### src/rtl/dlsc_pkg.sv
// shared types, constants and decode for the debounced load switch controller
package dlsc_pkg;

    localparam int CNT_W   = 16;
    localparam int OP_W    = 2;
    localparam int CIDX_W  = 2;
    localparam int DRIVE_W = 5;

    localparam logic [OP_W-1:0] OP_TICK = 2'd0;
    localparam logic [OP_W-1:0] OP_EDGE = 2'd1;
    localparam logic [OP_W-1:0] OP_BYTE = 2'd2;
    localparam logic [OP_W-1:0] OP_WAKE = 2'd3;

    localparam logic [CIDX_W-1:0] REG_DEBOUNCE  = 2'd0;
    localparam logic [CIDX_W-1:0] REG_PANIC     = 2'd1;
    localparam logic [CIDX_W-1:0] REG_KEEPALIVE = 2'd2;
    localparam logic [CIDX_W-1:0] REG_WAKEUP    = 2'd3;

    localparam logic [CNT_W-1:0] DEBOUNCE_RESET  = 16'd200;
    localparam logic [CNT_W-1:0] PANIC_RESET     = 16'd1000;
    localparam logic [CNT_W-1:0] KEEPALIVE_RESET = 16'd1000;
    localparam logic [CNT_W-1:0] WAKEUP_RESET    = 16'd100;
    localparam logic [CNT_W-1:0] STARTUP_TICKS   = 16'd500;

    // drive bit positions
    localparam int DRV_PRIMARY = 0;
    localparam int DRV_SECOND  = 1;
    localparam int DRV_THIRD   = 2;
    localparam int DRV_AWAY    = 3;
    localparam int DRV_HOME    = 4;

    // result word bit positions
    localparam int RES_HEARTBEAT = 5;
    localparam int RES_RUNNING   = 6;

    typedef struct packed {
        logic [CNT_W-1:0] debounce_ticks;
        logic [CNT_W-1:0] panic_ticks;
        logic [CNT_W-1:0] keepalive_ticks;
        logic [CNT_W-1:0] wakeup_ticks;
    } dlsc_cfg_t;

    typedef struct packed {
        logic [OP_W-1:0] op;
        logic            away_switch_n;
        logic            home_switch_n;
        logic            battery_good;
    } dlsc_item_t;

    typedef struct packed {
        logic               running;
        logic               heartbeat_led;
        logic [DRIVE_W-1:0] drive;
    } dlsc_res_t;

    function automatic logic [DRIVE_W-1:0] settle_drive(input logic away_n,
                                                        input logic home_n,
                                                        input logic batt_ok);
        logic [DRIVE_W-1:0] d;
        d = '0;
        if (batt_ok && !home_n) begin
            d[DRV_PRIMARY] = 1'b1;
            d[DRV_SECOND]  = 1'b1;
            d[DRV_THIRD]   = 1'b1;
            d[DRV_HOME]    = 1'b1;
        end else if (batt_ok && !away_n) begin
            d[DRV_PRIMARY] = 1'b1;
            d[DRV_AWAY]    = 1'b1;
        end
        return d;
    endfunction

endpackage

### src/rtl/dlsc_cfg.sv
// configuration register file: debounce, panic and keep-awake loads
module dlsc_cfg (
    input  logic                          aclk,
    input  logic                          aresetn,
    input  logic                          cfg_we,
    input  logic [dlsc_pkg::CIDX_W-1:0]   cfg_index,
    input  logic [dlsc_pkg::CNT_W-1:0]    cfg_wdata,
    output dlsc_pkg::dlsc_cfg_t           cfg
);
    import dlsc_pkg::*;

    dlsc_cfg_t cfg_reg;
    dlsc_cfg_t cfg_next;

    always_comb begin
        cfg_next = cfg_reg;
        if (cfg_we) begin
            case (cfg_index)
                REG_DEBOUNCE:  cfg_next.debounce_ticks  = cfg_wdata;
                REG_PANIC:     cfg_next.panic_ticks     = cfg_wdata;
                REG_KEEPALIVE: cfg_next.keepalive_ticks = cfg_wdata;
                REG_WAKEUP:    cfg_next.wakeup_ticks    = cfg_wdata;
                default:       cfg_next = cfg_reg;
            endcase
        end
    end

    always_ff @(posedge aclk) begin
        if (!aresetn) begin
            cfg_reg.debounce_ticks  <= DEBOUNCE_RESET;
            cfg_reg.panic_ticks     <= PANIC_RESET;
            cfg_reg.keepalive_ticks <= KEEPALIVE_RESET;
            cfg_reg.wakeup_ticks    <= WAKEUP_RESET;
        end else begin
            cfg_reg <= cfg_next;
        end
    end

    assign cfg = cfg_reg;

endmodule

### src/rtl/dlsc_core.sv
// countdown state and per-word update: debounce, panic, keep-awake, drive bits
module dlsc_core (
    input  logic                 aclk,
    input  logic                 aresetn,
    input  logic                 step,
    input  dlsc_pkg::dlsc_item_t item,
    input  dlsc_pkg::dlsc_cfg_t  cfg,
    output dlsc_pkg::dlsc_res_t  res
);
    import dlsc_pkg::*;

    logic [CNT_W-1:0]   debounce_cnt_reg, debounce_cnt_next;
    logic [CNT_W-1:0]   panic_cnt_reg, panic_cnt_next;
    logic [CNT_W-1:0]   awake_cnt_reg, awake_cnt_next;
    logic [DRIVE_W-1:0] drive_reg, drive_next;
    logic               heartbeat_reg, heartbeat_next;
    logic               running_reg, running_next;

    logic [CNT_W-1:0] debounce_dec;
    logic [CNT_W-1:0] panic_dec;
    logic [CNT_W-1:0] awake_dec;
    logic             run;

    assign debounce_dec = debounce_cnt_reg - 1'b1;
    assign panic_dec    = panic_cnt_reg - 1'b1;
    assign awake_dec    = awake_cnt_reg - 1'b1;

    always_comb begin
        debounce_cnt_next = debounce_cnt_reg;
        panic_cnt_next    = panic_cnt_reg;
        awake_cnt_next    = awake_cnt_reg;
        drive_next        = drive_reg;
        heartbeat_next    = heartbeat_reg;
        running_next      = running_reg;
        run               = 1'b0;
        case (item.op)
            OP_TICK: begin
                heartbeat_next = !heartbeat_reg;
                if (debounce_cnt_reg != '0) begin
                    debounce_cnt_next = debounce_dec;
                    if (debounce_dec != '0) begin
                        // still bouncing: panic countdown runs
                        run = 1'b1;
                        if (panic_cnt_reg != '0) begin
                            panic_cnt_next = panic_dec;
                            if (panic_dec == '0) begin
                                drive_next = '0;
                            end
                        end
                    end else begin
                        panic_cnt_next = cfg.panic_ticks;
                        drive_next     = settle_drive(item.away_switch_n,
                                                      item.home_switch_n,
                                                      item.battery_good);
                    end
                end
                if (awake_cnt_reg != '0) begin
                    awake_cnt_next = awake_dec;
                    if (awake_dec != '0) begin
                        run = 1'b1;
                    end
                end
                running_next = run;
            end
            OP_EDGE: begin
                debounce_cnt_next = cfg.debounce_ticks;
            end
            OP_BYTE: begin
                awake_cnt_next = cfg.keepalive_ticks;
            end
            OP_WAKE: begin
                awake_cnt_next = cfg.wakeup_ticks;
                running_next   = 1'b1;
            end
            default: begin
                running_next = running_reg;
            end
        endcase
    end

    always_ff @(posedge aclk) begin
        if (!aresetn) begin
            debounce_cnt_reg <= STARTUP_TICKS;
            panic_cnt_reg    <= PANIC_RESET;
            awake_cnt_reg    <= '0;
            drive_reg        <= '0;
            heartbeat_reg    <= 1'b0;
            running_reg      <= 1'b1;
        end else if (step) begin
            debounce_cnt_reg <= debounce_cnt_next;
            panic_cnt_reg    <= panic_cnt_next;
            awake_cnt_reg    <= awake_cnt_next;
            drive_reg        <= drive_next;
            heartbeat_reg    <= heartbeat_next;
            running_reg      <= running_next;
        end
    end

    assign res.drive         = drive_next;
    assign res.heartbeat_led = heartbeat_next;
    assign res.running       = running_next;

endmodule

### src/rtl/debounced_load_switch_controller.sv
// top level: stream ports, input register, result register and checks
// Takes one event word per cycle (tick, input edge, serial byte, wake from
// halt) while the output is not stalled, and returns exactly one status word
// per event. A word passes through an input register and a result register,
// whose valid is m_tvalid; a stalled output holds it in the input register.
// The state update between the two is combinational, which sets the
// sustained rate of one word per clock. Configuration writes on cfg_we take
// effect on the next clock and should be made only while no word is in flight.
// After reset the drive bits are off and the debounce countdown is armed with the startup tick count.
module debounced_load_switch_controller (
    input  logic                          aclk,
    input  logic                          aresetn,
    input  logic                          s_tvalid,
    output logic                          s_tready,
    input  logic [7:0]                    s_tdata,   // away_switch_n, home_switch_n, battery_good, zero pad
    input  logic [dlsc_pkg::OP_W-1:0]     s_tuser,   // op
    output logic                          m_tvalid,
    input  logic                          m_tready,
    output logic [7:0]                    m_tdata,   // group_primary, group_second, group_third,
                                                     // away_led, home_led, heartbeat_led, running, zero pad
    input  logic                          cfg_we,
    input  logic [dlsc_pkg::CIDX_W-1:0]   cfg_index,
    input  logic [dlsc_pkg::CNT_W-1:0]    cfg_wdata
);
    import dlsc_pkg::*;

    dlsc_cfg_t  cfg;
    dlsc_item_t in_reg;
    logic       in_valid_reg;
    dlsc_res_t  res;
    dlsc_res_t  out_reg;
    logic       out_valid_reg;
    logic       advance;

    // the stage moves when the result register is free or being drained
    assign advance  = in_valid_reg && (!out_valid_reg || m_tready);
    assign s_tready = !in_valid_reg || advance;

    always_ff @(posedge aclk) begin
        if (!aresetn) begin
            in_valid_reg <= 1'b0;
        end else if (s_tready) begin
            in_valid_reg <= s_tvalid;
        end
    end

    always_ff @(posedge aclk) begin
        if (s_tvalid && s_tready) begin
            in_reg.op            <= s_tuser;
            in_reg.away_switch_n <= s_tdata[0];
            in_reg.home_switch_n <= s_tdata[1];
            in_reg.battery_good  <= s_tdata[2];
        end
    end

    dlsc_cfg u_cfg (
        .aclk      (aclk),
        .aresetn   (aresetn),
        .cfg_we    (cfg_we),
        .cfg_index (cfg_index),
        .cfg_wdata (cfg_wdata),
        .cfg       (cfg)
    );

    dlsc_core u_core (
        .aclk    (aclk),
        .aresetn (aresetn),
        .step    (advance),
        .item    (in_reg),
        .cfg     (cfg),
        .res     (res)
    );

    always_ff @(posedge aclk) begin
        if (!aresetn) begin
            out_valid_reg <= 1'b0;
        end else if (advance) begin
            out_valid_reg <= 1'b1;
        end else if (m_tready) begin
            out_valid_reg <= 1'b0;
        end
    end

    always_ff @(posedge aclk) begin
        if (advance) begin
            out_reg <= res;
        end
    end

    assign m_tvalid = out_valid_reg;
    assign m_tdata  = {1'b0, out_reg.running, out_reg.heartbeat_led, out_reg.drive};

    // a stalled input side means both registers are holding words
    a_stall_full: assert property (@(posedge aclk) disable iff (!aresetn)
        !s_tready |-> (in_valid_reg && out_valid_reg))
        else $error("input stalled without a full pipeline");

    // wake from halt always reports running
    a_wake_running: assert property (@(posedge aclk) disable iff (!aresetn)
        (advance && in_reg.op == OP_WAKE) |=> (m_tvalid && m_tdata[RES_RUNNING]))
        else $error("wake word did not report running");

    // home and away indicators are never lit together
    a_led_excl: assert property (@(posedge aclk) disable iff (!aresetn)
        m_tvalid |-> !(m_tdata[DRV_AWAY] && m_tdata[DRV_HOME]))
        else $error("home and away indicators both lit");

    // only a tick can move the heartbeat
    a_hb_tick: assert property (@(posedge aclk) disable iff (!aresetn)
        (advance && in_reg.op != OP_TICK && $past(advance) && $past(aresetn))
        |=> (out_reg.heartbeat_led == $past(out_reg.heartbeat_led)))
        else $error("heartbeat moved on a non-tick word");

endmodule

### config.mk
export PLATFORM = sky130hd
export DESIGN_NAME = debounced_load_switch_controller
export DESIGN_NICKNAME = d
export VERILOG_FILES = /design/src/rtl/dlsc_pkg.sv /design/src/rtl/dlsc_cfg.sv /design/src/rtl/dlsc_core.sv /design/src/rtl/debounced_load_switch_controller.sv
export SDC_FILE = /design/constraint.sdc
export NUM_CORES = 1
export LEC_CHECK = 0
export BUFFER_PORTS_ARGS = -buffer_cell sky130_fd_sc_hd__buf_2
export CORE_MARGIN = 8
export CORE_UTILIZATION = 55
export DETAILED_ROUTE_END_ITERATION = 6
export PLACE_DENSITY = 0.73
export SLEW_MARGIN = 10
export SYNTH_ARGS = -nofsm -noshare
export SYNTH_HDL_FRONTEND = slang
export SYNTH_HIERARCHICAL = 1
export SYNTH_SLANG_ARGS = --single-unit
### constraint.sdc
create_clock -name aclk -period 6.3 [get_ports aclk]
set_clock_uncertainty 0.1 [all_clocks]
set_input_delay 1.26 -clock aclk [delete_from_list [all_inputs] [get_ports aclk]]
set_output_delay 1.26 -clock aclk [all_outputs]
set_load 0.05 [all_outputs]
* Word level (Yosys, flattened, before mapping) *
Index checks and enable logic that the tools add are counted.

storage, ports and cells
  register bits after elaboration = 133
  output and inout port bits = 10
  logic and storage cells = 84
  input bits = 33

operators by class
  equality and inequality tests = 9
  muxes and demuxes = 24
  reduce and logical (&&, ||, !) cells = 29
  add/subtract/negate cells = 3

operators with widths
  kind                     count
  $reduce_bool A16 Y1      5
  $mux W16                 4
  $pmux W16 S3             1
  $sub A16 B1 Y16 const B  3
  $pmux W16 S2             1
  $mux W5                  5
  $logic_not A16 Y1        1
  $mux W1                  11
  $eq A2 B2 Y1 const B     4
  $reduce_and A2 Y1        4
  $reduce_and A3 Y1        2
  $logic_not A1 Y1         5
  $eq A2 B1 Y1 const B     2
  $logic_and A1 B1 Y1      4
  $logic_not A2 Y1         2
  $ne A2 B1 Y1 const B     2
  $reduce_and A4 Y1        1
  $reduce_bool A2 Y1       2
  $reduce_bool A3 Y1       1
  $logic_or A1 B1 Y1       2
  $mux W2                  1
  $ne A2 B2 Y1 const B     1
  $pmux W1 S2              1

* Logic depth before layout (Yosys ltp) *
  depth after elaboration = 7
  mapped depth = 13
  gate-level depth less buffers = 9

* By module *
Netlist, hierarchy kept.

modules (own cells, without submodules)
  module                            instances  area an instance (µm²)  cells each
  dlsc_core                         1          4,274.1                 569
  dlsc_cfg                          1          2,473.6                 237
  debounced_load_switch_controller  1          475.5                   23

* Worst setup path before layout *
No wires, ideal clock.

  path type = reg-to-reg
  start = reg u_core.debounce_cnt_reg[0]
  end = reg out_reg, in the netlist m_tdata[1] (data pin)
  required time = 5.946 ns
  stages on the path, launching flop included = 11
  library setup time = 0.254 ns
  buffers on the path = 1
  path slack = 3.013 ns
  clock period less this slack = 3.287 ns
  data arrival time = 2.932 ns
  cells stage by stage = dfxtp_1 -> clkbuf_1 -> inv_1 -> ha_1 -> or4b_2 -> nor4_1 -> a211oi_2 -> a2111oi_4 -> a41oi_1 -> a311o_1 -> o21a_1

RTL lines
  what                      RTL line                                text
  start: declaration        dlsc_core.sv:12                         logic [CNT_W-1:0] debounce_cnt_reg, debounce_cnt_next;
  start signal: assignment  dlsc_core.sv:90                         debounce_cnt_reg <= debounce_cnt_next;
  end signal: assignment    debounced_load_switch_controller.sv:86  out_reg <= res;
  end: declaration          debounced_load_switch_controller.sv:31  dlsc_res_t out_reg;

==> results.json <==
{
  "hold_violations": 0,
  "syn_area_mm2": 0.00722,
  "yosysWarnings": 6,
  "die_w_um": 131,
  "power_leakage_nw": 3.11,
  "synthMuxAreaShare_pct": 9.32,
  "syn_avg_cell_area_um2": 8.71,
  "outcome": "finished clean",
  "drt_pass1_iterations": 5,
  "port_buffers": 36,
  "ys_top_cells_by_count": "121 x dfxtp_1, 102 x nand2_1, 69 x nor2_1, 65 x mux2i_1, 48 x a21oi_1",
  "rsz0062_at_grt": "no",
  "area_growth_pct": 10.7,
  "cts_buffers": 17,
  "core_area_mm2": 0.0130,
  "syn_nets": 874,
  "synth_simple_gate_area_share_pct": 23.2,
  "routedLengthMet1_mm": 8.29,
  "min_period_ns": 3.57,
  "wl_met3_mm": 1.21,
  "drc": 0,
  "synth_area_leaders": "dfxtp_1 34%, mux2i_1 9.0%, nand2_1 5.3%",
  "synthAdderAreaFrac_pct": 2.08,
  "synth-compound-area-share_pct": 19.2,
  "power_density_mw_per_mm2": 283,
  "yosysTopAreaCellShare_pct": 33.5,
  "worstPathRequired_ns": 6.37,
  "num_antenna_cells": 0,
  "ys_seq_area_share_pct": 38.5,
  "ys.flop_type": "dfxtp_1",
  "synth_edf_count": 12,
  "drive_above_1_share_pct": 13.6,
  "initial_core_util_pct": 55.4,
  "power.total_mw": 2.26,
  "via_per_inst": 6.24,
  "clock.fmax_mhz": 280,
  "setup_violations": 0,
  "max-slew-margin-rel_pct": 28.9,
  "layout_setup_ws_ns": 2.73,
  "ys_async_sr_fraction_pct": 0,
  "drv_cap": 0,
  "gp_congestion": 0.967,
  "vias": 6324,
  "synthXorXnorAreaFrac_pct": 1.94,
  "fp.dieH_um": 131,
  "yosysMostFrequentCell": "dfxtp_1",
  "clkSinkCount": 133,
  "dp_hpwl_mm": 12.4,
  "cts_tree": "done",
  "cts_hold_buf": 0,
  "ys_ff_latch": 133,
  "clk_latency_ns": 0.41,
  "cts_root_buf": "clkbuf_16",
  "path_cells": "inv_1 -> ha_1 -> or4b_2 -> nor4_1 -> a211oi_2 -> a2111oi_4 -> buf_4 -> a41oi_1 -> a311o_1 -> o21a_1",
  "crit_path_end_kind": "flip-flop",
  "slew_viol_final": 0,
  "finalCritPeriodShare_pct": 56.6,
  "dieArea_mm2": 0.0171,
  "io-pin-count": 43,
  "track_usage_pct": 22.1,
  "cts_resized": 0,
  "grt_pass1_vias": 5967,
  "cts.htree.levels": 4,
  "max_stage_delay_ns": 0.63,
  "slowest_stage": "or4b_2",
  "antenna_found_initial": 0,
  "topRoutingLayerUsed": "met4",
  "grt_pass1_wl_mm": 29.9,
  "cp-start-kind": "flip-flop",
  "post-cts-setup-buffers": 0,
  "critPathMaxFanout": 17,
  "crit_type": "reg -> reg",
  "nets": 870,
  "wl_per_cell_um": 18.2,
  "clk_pin_slew_ns": 0.06,
  "ir_drop_mv": 0.231,
  "min-delay-start": "u_cfg/cfg[43]",
  "synth_cell_type_count": 89,
  "cts_buffer_depth": 2,
  "cp-startpoint": "u_core/debounce_cnt_reg[0]",
  "overflow": 0,
  "synth_top_family_by_area": "simple AND/OR/NAND/NOR gates",
  "wl_mm": 18.4,
  "drt_iter0_markers": 651,
  "rr_startpoint": "u_core/debounce_cnt_reg[0]",
  "largest_register_ffs": 64,
  "synth_cells": 829,
  "fin_setup_tns_ns": 0,
  "arrival_ns": 3.63,
  "grt_max_degree": 101,
  "min_path_type": "reg -> reg",
  "ant_nets": 0,
  "placementRows": 42,
  "worst_pin_slew_ns": 1.06,
  "synth_area_leader_cell": "dfxtp_1",
  "dpl_worst_slack_ns": 2.81,
  "wl_met2_mm": 8.45
}
power breakdown:
part           switching, mW  leakage [nW]  internal (mW)
Combinational          0.165          1.70          0.100
Sequential            0.0334          1.10          0.886
Clock                  0.377         0.313          0.697
Total                  0.575          3.11           1.68
critical path: cells and delay by family (launching register included):
| kind | cells | cell delay, ns |
|---|---|---|
| buf+inv | 2 | 0.42 |
| compound gates | 5 | 1.09 |
| simple gates | 2 | 0.88 |
| flops | 1 | 0.49 |
| fa+ha+maj | 1 | 0.32 |
per-layer routing:
metal | vias to the layer above | GRT usage (%)
met2 | 265 | 35.2
met1 | 3019 | 28.6
met5 | - | 0
li1 | 2996 | -
met3 | 44 | 5.15
met4 | 0 | 8.31
through the flow:
step	util (%)	instance area (um2)	std cells	hold WS (ns)
final	61.3	7990	1014	0.360
after global routing	61.3	7990	1014	0.375
after CTS	61.3	7990	1014	0.361
after detailed placement	56.3	7330	982	0.353
after global placement	56.3	7330	982	0.346
after floorplan	-	7220	829	0.330
cells by family after synthesis:
family / after synthesis
XOR/XNOR: 16
AND/OR/NAND/NOR: 321
AO/OA/AOI/OAI: 195
adder cells (fa/ha/maj): 12
multiplexers: 67
buffers and inverters: 84
flip-flops: 133
other: 1
cell usage in the layout, fill, tap and decap left out, drive strengths merged, types with 6 or more instances in the layout:
| cell | count |
|---|---|
| dfxtp | 121 |
| a22oi | 11 |
| o21ai | 33 |
| nor4 | 17 |
| nand3b | 7 |
| a211oi | 14 |
| nand3 | 16 |
| mux2i | 65 |
| a21oi | 48 |
| nor2b | 31 |
| and3 | 10 |
| nand4 | 7 |
| nor3 | 22 |
| xor2 | 9 |
| xnor2 | 7 |
| or4 | 6 |
| nor2 | 70 |
| ha | 12 |
| edfxtp | 12 |
| o21a | 9 |
| o211ai | 7 |
| clkbuf | 24 |
| nand2 | 102 |
| buf | 44 |
| inv | 18 |
final timing paths:
path | to | slack [ns] | depth (start not counted)
max | m_tdata[2] | 2.73 | 10
min | u_cfg/cfg[43] | 0.36 | 2
max reg2reg | m_tdata[2] | 2.73 | 10
min reg2reg | u_cfg/cfg[43] | 0.36 | 2
cell type report:
class | count | area (um2)
repair buffers | 44 | 240
multi-input cells | 612 | 4030
fillers | 1158 | 5040
clock inverters | 8 | 105
clock buffers | 24 | 556
well taps | 176 | 220
inverters | 17 | 63.8
flip-flops and latches | 133 | 2780
(Power assumes the default switching activity.)
